<file path="config.mk">
export PLATFORM = sky130hd
export DESIGN_NAME = cursor_linked_list_engine
export DESIGN_NICKNAME = d
export VERILOG_FILES = /design/src/sv/clle_pkg.sv /design/src/sv/cursor_linked_list_engine.sv /design/src/sv/clle_ram.sv /design/src/sv/clle_ctrl.sv /design/src/sv/clle_dpath.sv
export VERILOG_INCLUDE_DIRS = /design/src /design/src/sv
export SDC_FILE = /design/constraint.sdc
export NUM_CORES = 1
export LEC_CHECK = 0
export BUFFER_PORTS_ARGS = -buffer_cell sky130_fd_sc_hd__clkbuf_2
export CORE_MARGIN = 1.5
export CORE_UTILIZATION = 40
export DETAILED_ROUTE_END_ITERATION = 10
export SETUP_SLACK_MARGIN = 0.3
export SLEW_MARGIN = 10
export SYNTH_ARGS = -nofsm -noshare
export SYNTH_HDL_FRONTEND = slang
export SYNTH_SLANG_ARGS = --single-unit
export TNS_END_PERCENT = 10
</file>
<file path="constraint.sdc">
create_clock -name clock -period 7.15 [get_ports clock]
set_input_delay 1.0725 -clock clock [delete_from_list [all_inputs] [get_ports clock]]
set_output_delay 1.0725 -clock clock [all_outputs]
set_load 0.01 [all_outputs]
</file>
<file path="src/sv/cursor_linked_list_engine_assert.svh">
// Assertion macros shared by the cursor linked list engine RTL.
// Expects signals named clock and reset (synchronous, active high) in scope.
`ifndef CURSOR_LINKED_LIST_ENGINE_ASSERT_SVH
`define CURSOR_LINKED_LIST_ENGINE_ASSERT_SVH

// condition must hold at every clock edge outside reset
`define CLLE_ASSERT_HOLD(label, cond) \
   label: assert property (@(posedge clock) disable iff (reset) (cond)) \
      else $error("clle invariant violated");

// consequent must hold in the cycle after the antecedent
`define CLLE_ASSERT_NEXT(label, ante, cons) \
   label: assert property (@(posedge clock) disable iff (reset) (ante) |=> (cons)) \
      else $error("clle next-cycle check failed");

`endif

</file>
<file path="src/sv/clle_pkg.sv">
// Shared types and constants for the cursor linked list engine.
// No dependencies; used by clle_ram, clle_ctrl, clle_dpath and the top level.
package clle_pkg;

   localparam int MAX_ENTRIES_DEF = 16;

   localparam int OP_W       = 2;
   localparam int POS_W      = 5;
   localparam int VAL_W      = 32;
   localparam int CNT_W      = 5;
   localparam int STAT_W     = 3;
   localparam int REQ_DATA_W = 40;  // position, value, zero pad
   localparam int RSP_DATA_W = 48;  // data_out, found_position, entry_count, zero pad

   // link codes: free, end of list, next slot k coded as LINK_BASE + k
   localparam int LINK_FREE = 0;
   localparam int LINK_END  = 1;
   localparam int LINK_BASE = 2;

   typedef enum logic [OP_W-1:0] {
      OP_INSERT   = 2'd0,
      OP_DELETE   = 2'd1,
      OP_RETRIEVE = 2'd2,
      OP_SEARCH   = 2'd3
   } op_type;

   typedef enum logic [STAT_W-1:0] {
      STAT_OK       = 3'd0,
      STAT_FULL     = 3'd1,
      STAT_BADPOS   = 3'd2,
      STAT_EMPTY    = 3'd3,
      STAT_NOTFOUND = 3'd4
   } status_type;

   typedef enum logic [3:0] {
      S_CLEAR,
      S_IDLE,
      S_CHECK,
      S_SCAN_RD,
      S_SCAN_CHK,
      S_WALK_RD,
      S_WALK_CHK,
      S_INS_HEAD,
      S_INS_LINK,
      S_INS_PREV,
      S_DEL_UNLINK,
      S_DEL_FREE,
      S_RESP
   } state_type;

   // controller -> datapath
   typedef struct packed {
      logic       accept;
      logic       clear_wr;
      logic       scan_start;
      logic       scan_next;
      logic       rd_free;
      logic       walk_start;
      logic       walk_next;
      logic       capture;
      logic       ins_head;
      logic       ins_link;
      logic       ins_prev;
      logic       del_unlink;
      logic       del_free;
      logic       set_status;
      status_type status;
      logic       rsp_load;
   } cmd_type;

   // datapath -> controller
   typedef struct packed {
      op_type op;
      logic   full;
      logic   ins_pos_bad;
      logic   dr_pos_bad;
      logic   len_zero;
      logic   pos_one;
      logic   link_free;
      logic   at_target;
      logic   at_end;
      logic   val_match;
      logic   clear_last;
      logic   out_free;
   } sts_type;

endpackage

</file>
<file path="src/sv/cursor_linked_list_engine.sv">
// Cursor linked list engine: one insert/delete/retrieve/search per transfer.
// Each slot visited in the free scan or the list walk takes a read state and a check
// state, since the link memory has a registered read port.
// One operation at a time: no new request is taken until the last one's result is
// loaded, but a new request is taken while a result waits for rsp_tready. After reset
// a clearing pass frees all links, with req_tready low.
module cursor_linked_list_engine #(
   parameter int MAX_ENTRIES = clle_pkg::MAX_ENTRIES_DEF
) (
   input  logic                            clock,
   input  logic                            reset,
   input  logic                            req_tvalid,
   output logic                            req_tready,
   // [4:0] position, [36:5] value, [39:37] zero
   input  logic [clle_pkg::REQ_DATA_W-1:0] req_tdata,
   // [1:0] operation
   input  logic [clle_pkg::OP_W-1:0]       req_tuser,
   output logic                            rsp_tvalid,
   input  logic                            rsp_tready,
   // [31:0] data_out, [36:32] found_position, [41:37] entry_count, [47:42] zero
   output logic [clle_pkg::RSP_DATA_W-1:0] rsp_tdata,
   // [2:0] status
   output logic [clle_pkg::STAT_W-1:0]     rsp_tuser
);

   clle_pkg::cmd_type cmd;
   clle_pkg::sts_type sts;

   clle_ctrl u_ctrl (
      .clock      (clock),
      .reset      (reset),
      .req_tvalid (req_tvalid),
      .req_tready (req_tready),
      .sts        (sts),
      .cmd        (cmd)
   );

   clle_dpath #(
      .MAX_ENTRIES (MAX_ENTRIES)
   ) u_dpath (
      .clock      (clock),
      .reset      (reset),
      .cmd        (cmd),
      .sts        (sts),
      .req_tdata  (req_tdata),
      .req_tuser  (req_tuser),
      .rsp_tvalid (rsp_tvalid),
      .rsp_tready (rsp_tready),
      .rsp_tdata  (rsp_tdata),
      .rsp_tuser  (rsp_tuser)
   );

endmodule

</file>
<file path="src/sv/clle_ram.sv">
// Generic single-write, single-read RAM with registered read data.
// Depends on clle_pkg for default sizes.
module clle_ram #(
   parameter int WIDTH = clle_pkg::VAL_W,
   parameter int DEPTH = clle_pkg::MAX_ENTRIES_DEF
) (
   input  logic                     clock,
   input  logic                     wr_en,
   input  logic [$clog2(DEPTH)-1:0] wr_addr,
   input  logic [WIDTH-1:0]         wr_data,
   input  logic [$clog2(DEPTH)-1:0] rd_addr,
   output logic [WIDTH-1:0]         rd_data
);

   logic [WIDTH-1:0] mem_ff [DEPTH];
   logic [WIDTH-1:0] rd_data_ff;

   always_ff @(posedge clock) begin
      if (wr_en) begin
         mem_ff[wr_addr] <= wr_data;
      end
      rd_data_ff <= mem_ff[rd_addr];
   end

   assign rd_data = rd_data_ff;

endmodule

</file>
<file path="src/sv/clle_ctrl.sv">
// Sequencer for the cursor linked list engine: one operation at a time.
// Depends on clle_pkg (state, command and status types); drives clle_dpath.
module clle_ctrl (
   input  logic              clock,
   input  logic              reset,
   input  logic              req_tvalid,
   output logic              req_tready,
   input  clle_pkg::sts_type sts,
   output clle_pkg::cmd_type cmd
);

   clle_pkg::state_type state_ff, state_in;

   always_ff @(posedge clock) begin
      if (reset) begin
         state_ff <= clle_pkg::S_CLEAR;
      end else begin
         state_ff <= state_in;
      end
   end

   always_comb begin
      state_in   = state_ff;
      cmd        = '0;
      req_tready = 1'b0;
      case (state_ff)
         clle_pkg::S_CLEAR: begin
            cmd.clear_wr = 1'b1;
            if (sts.clear_last) begin
               state_in = clle_pkg::S_IDLE;
            end
         end
         clle_pkg::S_IDLE: begin
            req_tready = 1'b1;
            if (req_tvalid) begin
               cmd.accept = 1'b1;
               state_in   = clle_pkg::S_CHECK;
            end
         end
         clle_pkg::S_CHECK: begin
            cmd.set_status = 1'b1;
            case (sts.op)
               clle_pkg::OP_INSERT: begin
                  if (sts.full) begin
                     cmd.status = clle_pkg::STAT_FULL;
                     state_in   = clle_pkg::S_RESP;
                  end else if (sts.ins_pos_bad) begin
                     cmd.status = clle_pkg::STAT_BADPOS;
                     state_in   = clle_pkg::S_RESP;
                  end else begin
                     cmd.status     = clle_pkg::STAT_OK;
                     cmd.scan_start = 1'b1;
                     state_in       = clle_pkg::S_SCAN_RD;
                  end
               end
               clle_pkg::OP_DELETE, clle_pkg::OP_RETRIEVE: begin
                  if (sts.len_zero) begin
                     cmd.status = clle_pkg::STAT_EMPTY;
                     state_in   = clle_pkg::S_RESP;
                  end else if (sts.dr_pos_bad) begin
                     cmd.status = clle_pkg::STAT_BADPOS;
                     state_in   = clle_pkg::S_RESP;
                  end else begin
                     cmd.status     = clle_pkg::STAT_OK;
                     cmd.walk_start = 1'b1;
                     state_in       = clle_pkg::S_WALK_RD;
                  end
               end
               clle_pkg::OP_SEARCH: begin
                  if (sts.len_zero) begin
                     cmd.status = clle_pkg::STAT_EMPTY;
                     state_in   = clle_pkg::S_RESP;
                  end else begin
                     cmd.status     = clle_pkg::STAT_OK;
                     cmd.walk_start = 1'b1;
                     state_in       = clle_pkg::S_WALK_RD;
                  end
               end
               default: begin
                  state_in = clle_pkg::S_IDLE;
               end
            endcase
         end
         clle_pkg::S_SCAN_RD: begin
            cmd.rd_free = 1'b1;
            state_in    = clle_pkg::S_SCAN_CHK;
         end
         clle_pkg::S_SCAN_CHK: begin
            if (sts.link_free) begin
               if (sts.pos_one) begin
                  state_in = clle_pkg::S_INS_HEAD;
               end else begin
                  cmd.walk_start = 1'b1;
                  state_in       = clle_pkg::S_WALK_RD;
               end
            end else begin
               cmd.scan_next = 1'b1;
               state_in      = clle_pkg::S_SCAN_RD;
            end
         end
         clle_pkg::S_WALK_RD: begin
            state_in = clle_pkg::S_WALK_CHK;
         end
         clle_pkg::S_WALK_CHK: begin
            if (sts.op == clle_pkg::OP_SEARCH) begin
               if (sts.val_match) begin
                  state_in = clle_pkg::S_RESP;
               end else if (sts.at_end) begin
                  cmd.set_status = 1'b1;
                  cmd.status     = clle_pkg::STAT_NOTFOUND;
                  state_in       = clle_pkg::S_RESP;
               end else begin
                  cmd.walk_next = 1'b1;
                  state_in      = clle_pkg::S_WALK_RD;
               end
            end else if (sts.at_target) begin
               cmd.capture = 1'b1;
               case (sts.op)
                  clle_pkg::OP_INSERT: state_in = clle_pkg::S_INS_LINK;
                  clle_pkg::OP_DELETE: state_in = clle_pkg::S_DEL_UNLINK;
                  default:             state_in = clle_pkg::S_RESP;
               endcase
            end else begin
               cmd.walk_next = 1'b1;
               state_in      = clle_pkg::S_WALK_RD;
            end
         end
         clle_pkg::S_INS_HEAD: begin
            cmd.ins_head = 1'b1;
            state_in     = clle_pkg::S_RESP;
         end
         clle_pkg::S_INS_LINK: begin
            cmd.ins_link = 1'b1;
            state_in     = clle_pkg::S_INS_PREV;
         end
         clle_pkg::S_INS_PREV: begin
            cmd.ins_prev = 1'b1;
            state_in     = clle_pkg::S_RESP;
         end
         clle_pkg::S_DEL_UNLINK: begin
            cmd.del_unlink = 1'b1;
            state_in       = clle_pkg::S_DEL_FREE;
         end
         clle_pkg::S_DEL_FREE: begin
            cmd.del_free = 1'b1;
            state_in     = clle_pkg::S_RESP;
         end
         clle_pkg::S_RESP: begin
            if (sts.out_free) begin
               cmd.rsp_load = 1'b1;
               state_in     = clle_pkg::S_IDLE;
            end
         end
         default: begin
            state_in = clle_pkg::S_IDLE;
         end
      endcase
   end

endmodule

</file>
<file path="src/sv/clle_dpath.sv">
// Datapath for the cursor linked list engine: slot memories, list pointers,
// walk counters and the result register. Depends on clle_pkg, clle_ram and the assertion header.
`include "cursor_linked_list_engine_assert.svh"

module clle_dpath #(
   parameter int MAX_ENTRIES = clle_pkg::MAX_ENTRIES_DEF
) (
   input  logic                              clock,
   input  logic                              reset,
   input  clle_pkg::cmd_type                 cmd,
   output clle_pkg::sts_type                 sts,
   input  logic [clle_pkg::REQ_DATA_W-1:0]   req_tdata,
   input  logic [clle_pkg::OP_W-1:0]         req_tuser,
   output logic                              rsp_tvalid,
   input  logic                              rsp_tready,
   output logic [clle_pkg::RSP_DATA_W-1:0]   rsp_tdata,
   output logic [clle_pkg::STAT_W-1:0]       rsp_tuser
);

   localparam int SW   = $clog2(MAX_ENTRIES);
   localparam int LW   = $clog2(MAX_ENTRIES + clle_pkg::LINK_BASE);
   localparam int LENW = $clog2(MAX_ENTRIES + 1);
   localparam int CW   = (LENW > clle_pkg::POS_W) ? LENW : clle_pkg::POS_W;
   localparam int POSW = clle_pkg::POS_W;
   localparam int VW   = clle_pkg::VAL_W;
   localparam int CTW  = clle_pkg::CNT_W;
   localparam logic [LENW-1:0] MAX_LEN   = LENW'(MAX_ENTRIES);
   localparam logic [SW-1:0]   LAST_SLOT = SW'(MAX_ENTRIES - 1);
   localparam logic [LW-1:0]   CODE_FREE = LW'(clle_pkg::LINK_FREE);
   localparam logic [LW-1:0]   CODE_END  = LW'(clle_pkg::LINK_END);
   localparam logic [LW-1:0]   CODE_BASE = LW'(clle_pkg::LINK_BASE);

   clle_pkg::op_type     op_ff, op_in;
   logic [POSW-1:0]      pos_ff, pos_in;
   logic [VW-1:0]        val_ff, val_in;
   logic [LENW-1:0]      len_ff, len_in;
   logic [SW-1:0]        head_ff, head_in;
   logic [SW-1:0]        cur_ff, cur_in;
   logic [SW-1:0]        prev_ff, prev_in;
   logic [SW-1:0]        free_ff, free_in;
   logic [CW-1:0]        idx_ff, idx_in;
   logic [CW-1:0]        tgt_ff, tgt_in;
   logic [LW-1:0]        link_sv_ff, link_sv_in;
   logic [VW-1:0]        data_sv_ff, data_sv_in;
   clle_pkg::status_type stat_ff, stat_in;
   logic                 rsp_valid_ff, rsp_valid_in;
   logic [VW-1:0]        rsp_data_ff, rsp_data_in;
   logic [CTW-1:0]       rsp_found_ff, rsp_found_in;
   logic [CTW-1:0]       rsp_count_ff, rsp_count_in;
   clle_pkg::status_type rsp_stat_ff, rsp_stat_in;

   logic [LW-1:0]   rd_link;
   logic [VW-1:0]   rd_value;
   logic [SW-1:0]   rd_addr;
   logic            lk_we;
   logic [SW-1:0]   lk_waddr;
   logic [LW-1:0]   lk_wdata;
   logic            vl_we;

   logic [CW-1:0]   pos_ext;
   logic [CW-1:0]   len_ext;
   logic [LW-1:0]   rd_link_off;
   logic [LW-1:0]   sv_link_off;
   logic [SW-1:0]   rd_next_slot;
   logic [SW-1:0]   sv_next_slot;
   logic [LW-1:0]   head_code;
   logic [LW-1:0]   free_code;
   logic            len_one;
   logic            out_free;

   assign pos_ext      = CW'(pos_ff);
   assign len_ext      = CW'(len_ff);
   assign rd_link_off  = rd_link - CODE_BASE;
   assign sv_link_off  = link_sv_ff - CODE_BASE;
   assign rd_next_slot = rd_link_off[SW-1:0];
   assign sv_next_slot = sv_link_off[SW-1:0];
   assign head_code    = LW'(head_ff) + CODE_BASE;
   assign free_code    = LW'(free_ff) + CODE_BASE;
   assign len_one      = (len_ff == LENW'(1));
   assign out_free     = !rsp_valid_ff || rsp_tready;

   // the scan for a free slot reads at free_ff, everything else at the walk cursor
   assign rd_addr = cmd.rd_free ? free_ff : cur_ff;
   assign vl_we   = cmd.ins_head || cmd.ins_link;

   always_comb begin
      lk_we    = 1'b0;
      lk_waddr = free_ff;
      lk_wdata = CODE_FREE;
      if (cmd.clear_wr) begin
         lk_we = 1'b1;
      end else if (cmd.ins_head) begin
         lk_we    = 1'b1;
         lk_wdata = (len_ff == '0) ? CODE_END : head_code;
      end else if (cmd.ins_link) begin
         lk_we    = 1'b1;
         lk_wdata = link_sv_ff;
      end else if (cmd.ins_prev) begin
         lk_we    = 1'b1;
         lk_waddr = cur_ff;
         lk_wdata = free_code;
      end else if (cmd.del_unlink && !sts.pos_one) begin
         lk_we    = 1'b1;
         lk_waddr = prev_ff;
         lk_wdata = link_sv_ff;
      end else if (cmd.del_free) begin
         lk_we    = 1'b1;
         lk_waddr = cur_ff;
      end
   end

   clle_ram #(
      .WIDTH (LW),
      .DEPTH (MAX_ENTRIES)
   ) u_links (
      .clock   (clock),
      .wr_en   (lk_we),
      .wr_addr (lk_waddr),
      .wr_data (lk_wdata),
      .rd_addr (rd_addr),
      .rd_data (rd_link)
   );

   clle_ram #(
      .WIDTH (VW),
      .DEPTH (MAX_ENTRIES)
   ) u_values (
      .clock   (clock),
      .wr_en   (vl_we),
      .wr_addr (free_ff),
      .wr_data (val_ff),
      .rd_addr (rd_addr),
      .rd_data (rd_value)
   );

   always_comb begin
      op_in        = op_ff;
      pos_in       = pos_ff;
      val_in       = val_ff;
      len_in       = len_ff;
      head_in      = head_ff;
      cur_in       = cur_ff;
      prev_in      = prev_ff;
      free_in      = free_ff;
      idx_in       = idx_ff;
      tgt_in       = tgt_ff;
      link_sv_in   = link_sv_ff;
      data_sv_in   = data_sv_ff;
      stat_in      = stat_ff;
      rsp_valid_in = rsp_valid_ff;
      rsp_data_in  = rsp_data_ff;
      rsp_found_in = rsp_found_ff;
      rsp_count_in = rsp_count_ff;
      rsp_stat_in  = rsp_stat_ff;

      if (cmd.accept) begin
         op_in  = clle_pkg::op_type'(req_tuser);
         pos_in = req_tdata[POSW-1:0];
         val_in = req_tdata[POSW +: VW];
      end
      if (cmd.clear_wr || cmd.scan_next) begin
         free_in = free_ff + SW'(1);
      end
      if (cmd.scan_start) begin
         free_in = '0;
      end
      if (cmd.walk_start) begin
         cur_in  = head_ff;
         prev_in = head_ff;
         idx_in  = CW'(1);
         // insert stops on the entry before the new one
         tgt_in  = (op_ff == clle_pkg::OP_INSERT) ? pos_ext - CW'(1) : pos_ext;
      end
      if (cmd.walk_next) begin
         prev_in = cur_ff;
         cur_in  = rd_next_slot;
         idx_in  = idx_ff + CW'(1);
      end
      if (cmd.capture) begin
         link_sv_in = rd_link;
         data_sv_in = rd_value;
      end
      if (cmd.ins_head) begin
         head_in    = free_ff;
         len_in     = len_ff + LENW'(1);
         data_sv_in = val_ff;
      end
      if (cmd.ins_link) begin
         data_sv_in = val_ff;
      end
      if (cmd.ins_prev) begin
         len_in = len_ff + LENW'(1);
      end
      if (cmd.del_unlink && sts.pos_one) begin
         head_in = len_one ? '0 : sv_next_slot;
      end
      if (cmd.del_free) begin
         len_in = len_ff - LENW'(1);
      end
      if (cmd.set_status) begin
         stat_in = cmd.status;
      end

      if (cmd.rsp_load) begin
         rsp_valid_in = 1'b1;
         rsp_stat_in  = stat_ff;
         rsp_count_in = len_ext[CTW-1:0];
         rsp_data_in  = ((stat_ff == clle_pkg::STAT_OK) && (op_ff != clle_pkg::OP_SEARCH))
                        ? data_sv_ff : '0;
         rsp_found_in = ((stat_ff == clle_pkg::STAT_OK) && (op_ff == clle_pkg::OP_SEARCH))
                        ? idx_ff[CTW-1:0] : '0;
      end else if (rsp_tready) begin
         rsp_valid_in = 1'b0;
      end
   end

   always_ff @(posedge clock) begin
      if (reset) begin
         len_ff       <= '0;
         head_ff      <= '0;
         free_ff      <= '0;
         rsp_valid_ff <= 1'b0;
      end else begin
         len_ff       <= len_in;
         head_ff      <= head_in;
         free_ff      <= free_in;
         rsp_valid_ff <= rsp_valid_in;
      end
      op_ff        <= op_in;
      pos_ff       <= pos_in;
      val_ff       <= val_in;
      cur_ff       <= cur_in;
      prev_ff      <= prev_in;
      idx_ff       <= idx_in;
      tgt_ff       <= tgt_in;
      link_sv_ff   <= link_sv_in;
      data_sv_ff   <= data_sv_in;
      stat_ff      <= stat_in;
      rsp_data_ff  <= rsp_data_in;
      rsp_found_ff <= rsp_found_in;
      rsp_count_ff <= rsp_count_in;
      rsp_stat_ff  <= rsp_stat_in;
   end

   always_comb begin
      sts             = '0;
      sts.op          = op_ff;
      sts.full        = (len_ff == MAX_LEN);
      sts.ins_pos_bad = (pos_ff == '0) || ({1'b0, pos_ext} > ({1'b0, len_ext} + (CW+1)'(1)));
      sts.dr_pos_bad  = (pos_ff == '0) || (pos_ext > len_ext);
      sts.len_zero    = (len_ff == '0);
      sts.pos_one     = (pos_ff == POSW'(1));
      sts.link_free   = (rd_link == CODE_FREE);
      sts.at_target   = (idx_ff == tgt_ff);
      sts.at_end      = (idx_ff == len_ext);
      sts.val_match   = (rd_value == val_ff);
      sts.clear_last  = (free_ff == LAST_SLOT);
      sts.out_free    = out_free;
   end

   assign rsp_tvalid = rsp_valid_ff;
   assign rsp_tdata  = {(clle_pkg::RSP_DATA_W - VW - 2*CTW)'(0), rsp_count_ff, rsp_found_ff,
                        rsp_data_ff};
   assign rsp_tuser  = rsp_stat_ff;

   `CLLE_ASSERT_HOLD(a_len_bound, len_ff <= MAX_LEN)
   `CLLE_ASSERT_HOLD(a_load_when_free, !cmd.rsp_load || out_free)
   `CLLE_ASSERT_HOLD(a_walk_in_list, !cmd.walk_next || (idx_ff < len_ext))
   `CLLE_ASSERT_NEXT(a_ins_grows, cmd.ins_head || cmd.ins_prev, len_ff == $past(len_ff) + LENW'(1))
   `CLLE_ASSERT_NEXT(a_del_shrinks, cmd.del_free, len_ff == $past(len_ff) - LENW'(1))

endmodule
</file>
==> flow_metrics.env, run 1 <==
export IMPL_antenna_cells=0
export IMPL_clock_sinks=789
export IMPL_path_buf_inv=1
export IMPL_ys_seq_area_frac=0.735
export IMPL_yosys_area_top_type_share=0.700
export IMPL_wl_per_cell_um=22.5
export IMPL_crit_family="simple AND/OR/NAND/NOR gates"
export IMPL_post_route_period_util=0.568
export IMPL_start_util=0.405
export IMPL_ys_top_cells_by_count="734 x edfxtp_1, 444 x nand2_1, 167 x nand3_1"
export IMPL_rsz0062_at_grt="no"
export IMPL_min_period_ns=4.06
export IMPL_critPathSlowestCell="dfxtp_1"
export IMPL_switchingPower_mw=1.78
export IMPL_synth_area_um2=31500
export IMPL_crit_required_ns=7.66
export IMPL_drive_above_1_share=0.152
export IMPL_p_int_mw=7.35
export IMPL_drt_iter0_drc=1553
export IMPL_io_pins=99
export IMPL_yosysMostFrequentCell="edfxtp_1"
export IMPL_crit_type="reg2reg"
export IMPL_finalSetupViolCount=0
export IMPL_hold_viol_final=0
export IMPL_synth_edff_count=734
export IMPL_antenna_found_initial=0
export IMPL_dr_wl_met3_um=4820
export IMPL_seqPwrFrac=0.547
export IMPL_core_area_um2=77700
export IMPL_track_usage=0.186
export IMPL_crit_top_cell="nand3_1"
export IMPL_postCtsHoldBufs=0
export IMPL_setup_tns_final_ns=0
export IMPL_irDropWorstVdd_uv=169
export IMPL_finalMaxSlewViolations=0
export IMPL_overflow=0
export IMPL_crit_arrival_ns=4.57
export IMPL_synth_warnings=0
export IMPL_synth_distinct_cells=63
export IMPL_grt_pass1_vias=17700
export IMPL_synthArstFlopShare=0
export IMPL_h_tree_depth=3
export IMPL_cts_root_buf="clkbuf_16"
export IMPL_netSwitchingFraction=0.195
export IMPL_ys_flop_type="edfxtp_1"
export IMPL_synth_seq_cells=789
export IMPL_clock_latency_ns=0.64
export IMPL_area_growth_pct=13.5
export IMPL_gp_congestion=0.809
export IMPL_slowest_delay_ns=0.83
export IMPL_maxSlewHeadroom=0.235
export IMPL_fp_row_count=102
export IMPL_finClkSkew_ns=0.0264
export IMPL_hpwl_um=42400
export IMPL_path_cells="and4bb_1 -> mux2i_4 -> buf_4 -> and2_1 -> a32oi_1 -> nand3_1 -> nand3_1"
export IMPL_cts_buffer_depth=3
export IMPL_num_vias=17900
export IMPL_tightest_slew_ns=1.15
export IMPL_outcome="finished clean"
export IMPL_cts_inserted_buffers=81
export IMPL_combPwrFrac=0.005
export IMPL_cp_end_kind="register"
export IMPL_preCtsSetupSlack_ns=2.56
export IMPL_cts_resized=0
export IMPL_p_per_area_nw_per_um2=256
export IMPL_netlist_instances=2132
export IMPL_topRoutingLayerUsed="met4"
export IMPL_cp_max_fo=36
export IMPL_io_buffers=89
export IMPL_synth_area_leader_cell="edfxtp_1"
export IMPL_synth_area_leaders="edfxtp_1 70%, nand2_1 5.3%, mux4_2 3.7%"
export IMPL_dieArea_um2=80400
export IMPL_dr_pass1_iters=5
export IMPL_grt_max_degree=126
export IMPL_nets=2301
export IMPL_max_freq_mhz=246
export IMPL_path_clk_slew_ns=0.06
export IMPL_die_w_um=284
export IMPL_cts_setup_buffers=0
export IMPL_routedLengthMet1_um=32900
export IMPL_synth_avg_cell_area_um2=14.8
export IMPL_clkPwrFrac=0.448
export IMPL_worst_slack_ns=3.09
export IMPL_routed_wl_um=75100
export IMPL_final_fill_count=6699
export IMPL_cts_tree="done"
export IMPL_grt_pass1_wl_um=113000
export IMPL_cap_violations=0
export IMPL_die_h_um=284
export IMPL_hold_path_class="reg2reg"
export IMPL_wl_met2_um=35500
export IMPL_ant_nets=0
export IMPL_leakagePower_nw=12.2
export IMPL_viasPerCell=5.36
export IMPL_startpoint_type="register"
export IMPL_route_detailed_drc=0
## registers in the layout (all words and copies together), names as in the netlist, 5 cells and up
signal	count
u_dpath.data_sv_ff	32
u_dpath.idx_ff	5
u_dpath.len_ext	5
u_dpath.link_sv_ff	5
u_dpath.pos_ext	5
u_dpath.rsp_count_ff	5
u_dpath.rsp_data_ff	32
u_dpath.rsp_found_ff	5
u_dpath.tgt_ff	5
u_dpath.u_links.mem_ff	80
u_dpath.u_links.rd_data	5
u_dpath.u_values.mem_ff	512
u_dpath.u_values.rd_data	32
u_dpath.val_ff	32
## metal layers
| metal | GRT usage | vias up |
|---|---|---|
| met5 | 0 | - |
| met4 | 0.0532 | 0 |
| met3 | 0.0353 | 119 |
| met2 | 0.299 | 614 |
| met1 | 0.259 | 8993 |
| li1 | - | 8142 |
## final cells by class
class / count / area (µm²) / share of cell area
multi-input combinational: 1209 / 7890 / 0.221
inverter: 23 / 86.3 / 0.00242
clock buffer: 117 / 2320 / 0.0650
sequential: 789 / 23100 / 0.647
tap: 1040 / 1300 / 0.0364
timing repair buffer: 123 / 726 / 0.0203
clock inverter: 35 / 279 / 0.00781
## worst paths after layout
path | start | endpoint | slack [ns] | cells after the start
worst max-delay path | u_ctrl.state_ff[0]$_SDFFE_PP0P_ | u_dpath.u_values.rd_data[5]$_DFF_P_ | 3.09 | 7
worst max register to register | u_ctrl.state_ff[0]$_SDFFE_PP0P_ | u_dpath.u_values.rd_data[5]$_DFF_P_ | 3.09 | 7
worst min register to register | u_dpath.u_links.rd_data[4]$_DFF_P_ | u_dpath.link_sv_ff[4]$_DFFE_PP_ | 0.43 | 0
worst min-delay path | u_dpath.u_links.rd_data[4]$_DFF_P_ | u_dpath.link_sv_ff[4]$_DFFE_PP_ | 0.43 | 0
## kinds of logic after synthesis
group	synth area share
AOI/OAI and AO/OA	0.0329
buffers and inverters	0.0214
other	0.000119
and+or+nand+nor	0.118
DFF	0.735
muxes	0.0638
adders and majority gates	0.0111
xor gates and xnor gates	0.0175
## cell usage in the layout, fill, tap and decap left out, types with 10 or more instances in the layout
cell type,Yosys,routed
and2_1,42,42
nor3_1,17,13
a31oi_1,18,18
nand2b_1,15,14
clkbuf_8,0,12
nor4_1,11,10
a32oi_1,38,38
ha_1,28,28
nor2_4,2,14
xnor2_1,15,15
buf_4,15,32
inv_1,23,23
mux2i_1,70,68
clkbuf_2,0,89
clkbuf_1,50,22
mux4_2,52,52
clkbuf_16,0,83
dfxtp_1,55,55
o21ai_0,11,10
o21ai_1,30,28
nand3_1,167,167
xor2_1,48,48
nor2_1,66,54
nand4_1,30,30
a21oi_1,24,23
nand2_1,444,444
clkinv_2,0,15
edfxtp_1,734,734
## power groups by stage
stage               clock network, mW  logic (mW)  registers (mW)
detailed placement                  0      0.0449            5.09
finish                           4.10      0.0447            4.99
floorplan                           0      0.0279            5.09
global route                     4.35      0.0494            4.99
CTS                              4.18      0.0453            4.99
global placement                    0      0.0441            5.09
## stage by stage
step,total power [mW],util,instances,hold WS (ns),area (µm²)
2_1_floorplan,5.11,-,2137,0.400,31500
3_3_place_gp,5.14,0.426,3184,0.412,33100
3_5_place_dp,5.14,0.426,3184,0.418,33100
4_1_cts,9.22,0.460,3336,0.432,35700
5_1_grt,9.39,0.460,3336,0.450,35700
6_report,9.14,0.460,3336,0.430,35700
(Power assumes the default switching activity.)
==> run 2: changes to the inputs <==
==> constraint.sdc (replaced) <==
create_clock -name clock -period 3.3 [get_ports clock]
set_input_delay 0.495 -clock clock [delete_from_list [all_inputs] [get_ports clock]]
set_output_delay 0.495 -clock clock [all_outputs]
set_load 0.01 [all_outputs]
==> run 2 against run 1 <==
Against the previous run: total power grew 120%; final cell count grew 2.7%; clock skew shrank 0.0010 ns; utilization grew 1.3 points; first-iteration DRC count grew 16%; critical path type unchanged; critical endpoint is now u_dpath.prev_ff[3]$_DFFE_PP_; highest routed layer unchanged.
==> flow_metrics.env, run 2 (synthesized netlist as in run 1, its figures left out) <==
export IMPL_outcome="finished clean"
export IMPL_tightest_slew_ns=1.15
export IMPL_cts_buffer_depth=3
export IMPL_clock_sinks=789
export IMPL_area_growth_pct=16.7
export IMPL_grt_pass1_vias=18500
export IMPL_viasPerCell=5.36
export IMPL_overflow=0
export IMPL_finalSetupViolCount=0
export IMPL_routed_wl_um=76600
export IMPL_cp_end_kind="register"
export IMPL_r2r_cells=9
export IMPL_grt_pass1_wl_um=115000
export IMPL_die_w_um=284
export IMPL_rsz0062_at_grt="yes"
export IMPL_h_tree_depth=3
export IMPL_hold_path_class="in2reg"
export IMPL_whs_endpoint="u_dpath.val_ff[4]$_DFFE_PP_"
export IMPL_maxSlewHeadroom=0.231
export IMPL_crit_arrival_ns=3.38
export IMPL_crit_required_ns=3.68
export IMPL_post_route_period_util=0.909
export IMPL_hpwl_um=46900
export IMPL_path_clk_slew_ns=0.06
export IMPL_cp_max_fo=10
export IMPL_wl_per_cell_um=22.4
export IMPL_r2r_slack_ns=0.30
export IMPL_finClkSkew_ns=0.0254
export IMPL_reg2reg_to="u_dpath.prev_ff[3]$_DFFE_PP_"
export IMPL_irDropWorstVdd_uv=337
export IMPL_layoutNonFillerInstCount=3426
export IMPL_fp_row_count=102
export IMPL_dieArea_um2=80400
export IMPL_route_detailed_drc=0
export IMPL_post_place_cells=3261
export IMPL_drt_iter0_drc=1800
export IMPL_cts_inserted_buffers=83
export IMPL_max_freq_mhz=333
export IMPL_min_period_ns=3.00
export IMPL_track_usage=0.191
export IMPL_cts_tree="done"
export IMPL_num_vias=18400
export IMPL_io_pins=99
export IMPL_finalMaxSlewViolations=0
export IMPL_hp_start="req_tdata[9]"
export IMPL_hold_depth=1
export IMPL_start_util=0.405
export IMPL_cap_violations=0
export IMPL_final_fill_count=6695
export IMPL_largest_register_ffs=512
export IMPL_gp_congestion=0.838
export IMPL_core_area_um2=77700
export IMPL_ant_nets=0
export IMPL_die_h_um=284
export IMPL_hold_viol_final=0
export IMPL_leakagePower_nw=12.7
export IMPL_grt_max_degree=87
export IMPL_p_per_area_nw_per_um2=544
export IMPL_final_common_cell="edfxtp_1"
export IMPL_utilization=0.473
export IMPL_crit_type="reg2reg"
export IMPL_nets=2390
export IMPL_drive_above_1_share=0.181
export IMPL_top_regs="u_dpath.u_values.mem_ff x512, u_dpath.u_links.mem_ff x80"
export IMPL_io_buffers=89
export IMPL_cts_root_buf="clkbuf_16"
export IMPL_layout_common_cells="734 x edfxtp_1, 444 x nand2_1, 167 x nand3_1"
export IMPL_dr_pass1_iters=5
export IMPL_clock_latency_ns=0.65
export IMPL_regMostFlops="u_dpath.u_values.mem_ff"
export IMPL_antenna_cells=0
export IMPL_setup_tns_final_ns=0
export IMPL_startpoint_type="register"
export IMPL_antenna_found_initial=4
export IMPL_r2r_start="u_dpath.val_ff[9]$_DFFE_PP_"
==> run 2: worst max path at each step <==
stage	depth (start not counted)	end	from	slack, ns
after floorplan	6	u_dpath.u_values.mem_ff[14][0]$_DFFE_PP_	u_ctrl.state_ff[0]$_SDFFE_PP0P_	-0.02
after global placement	8	u_dpath.cur_ff[0]$_DFFE_PP_	u_dpath.val_ff[19]$_DFFE_PP_	0.22
after detailed placement	8	u_dpath.prev_ff[1]$_DFFE_PP_	u_dpath.val_ff[19]$_DFFE_PP_	0.18
after CTS	8	u_dpath.u_links.mem_ff[4][4]$_DFFE_PP_	u_dpath.pos_ext[1]$_DFFE_PP_	0.29
after global routing	9	u_dpath.prev_ff[1]$_DFFE_PP_	u_dpath.val_ff[9]$_DFFE_PP_	0.16
final	9	u_dpath.prev_ff[3]$_DFFE_PP_	u_dpath.val_ff[9]$_DFFE_PP_	0.30
==> run 2: metal layers <==
layer	share of wire	vias up	track usage
li1	-	8308	-
met1	0.43	9310	0.263
met2	0.47	617	0.306
met3	0.065	122	0.0342
met4	0.027	0	0.0643
met5	0	-	0
==> run 2: stage by stage <==
stage | hold WS (ns) | worst slack, ns | power [mW] | area (µm²)
after detailed placement | 0.407 | 0.176 | 11.1 | 34000
after floorplan | 0.400 | -0.0210 | 11.1 | 31500
final | 0.0351 | 0.300 | 20.0 | 36800
after global placement | 0.419 | 0.219 | 11.1 | 34000
after global routing | 0.00759 | 0.165 | 20.5 | 36800
after CTS | 0.00279 | 0.290 | 20.2 | 36700
==> run 2: repair_timing <==
action | 4_1_cts | 5_1_grt
hold buffers | 8 | 0
endpoints found under the setup margin | 26 | 100
hold endpoints to repair | 8 | 0
pin swaps | 1 | 0
buffers inserted | 2 | 0
gates resized for setup | 2 | 9
==> run 2: area by class of cell <==
type,count,area [µm²],area share
timing repair buffer,210,1650,0.0449
clock inverter,42,425,0.0116
clock buffer,113,2220,0.0604
multi-input combinational,1209,7940,0.216
inverter,23,86.3,0.00235
tap,1040,1300,0.0354
sequential,789,23100,0.629
==> run 2: critical path, cell delays in order, from the launching register on <==
cell and delay [ns]:
edfxtp_1 0.49, xor2_1 0.25, nor4_1 0.29, buf_4 0.18
nand4_1 0.33, buf_4 0.28, o21ba_2 0.23, o21ai_1 0.13
buf_4 0.21, mux2_2 0.35
==> run 2: where the power goes <==
group	internal, mW	switching (mW)	leakage (nW)	total (mW)
clock network	5.16	3.90	1.27	9.07
registers	10.8	0.0224	7.02	10.8
logic	0.0450	0.0651	4.40	0.110
total	16.0	3.99	12.7	20.0
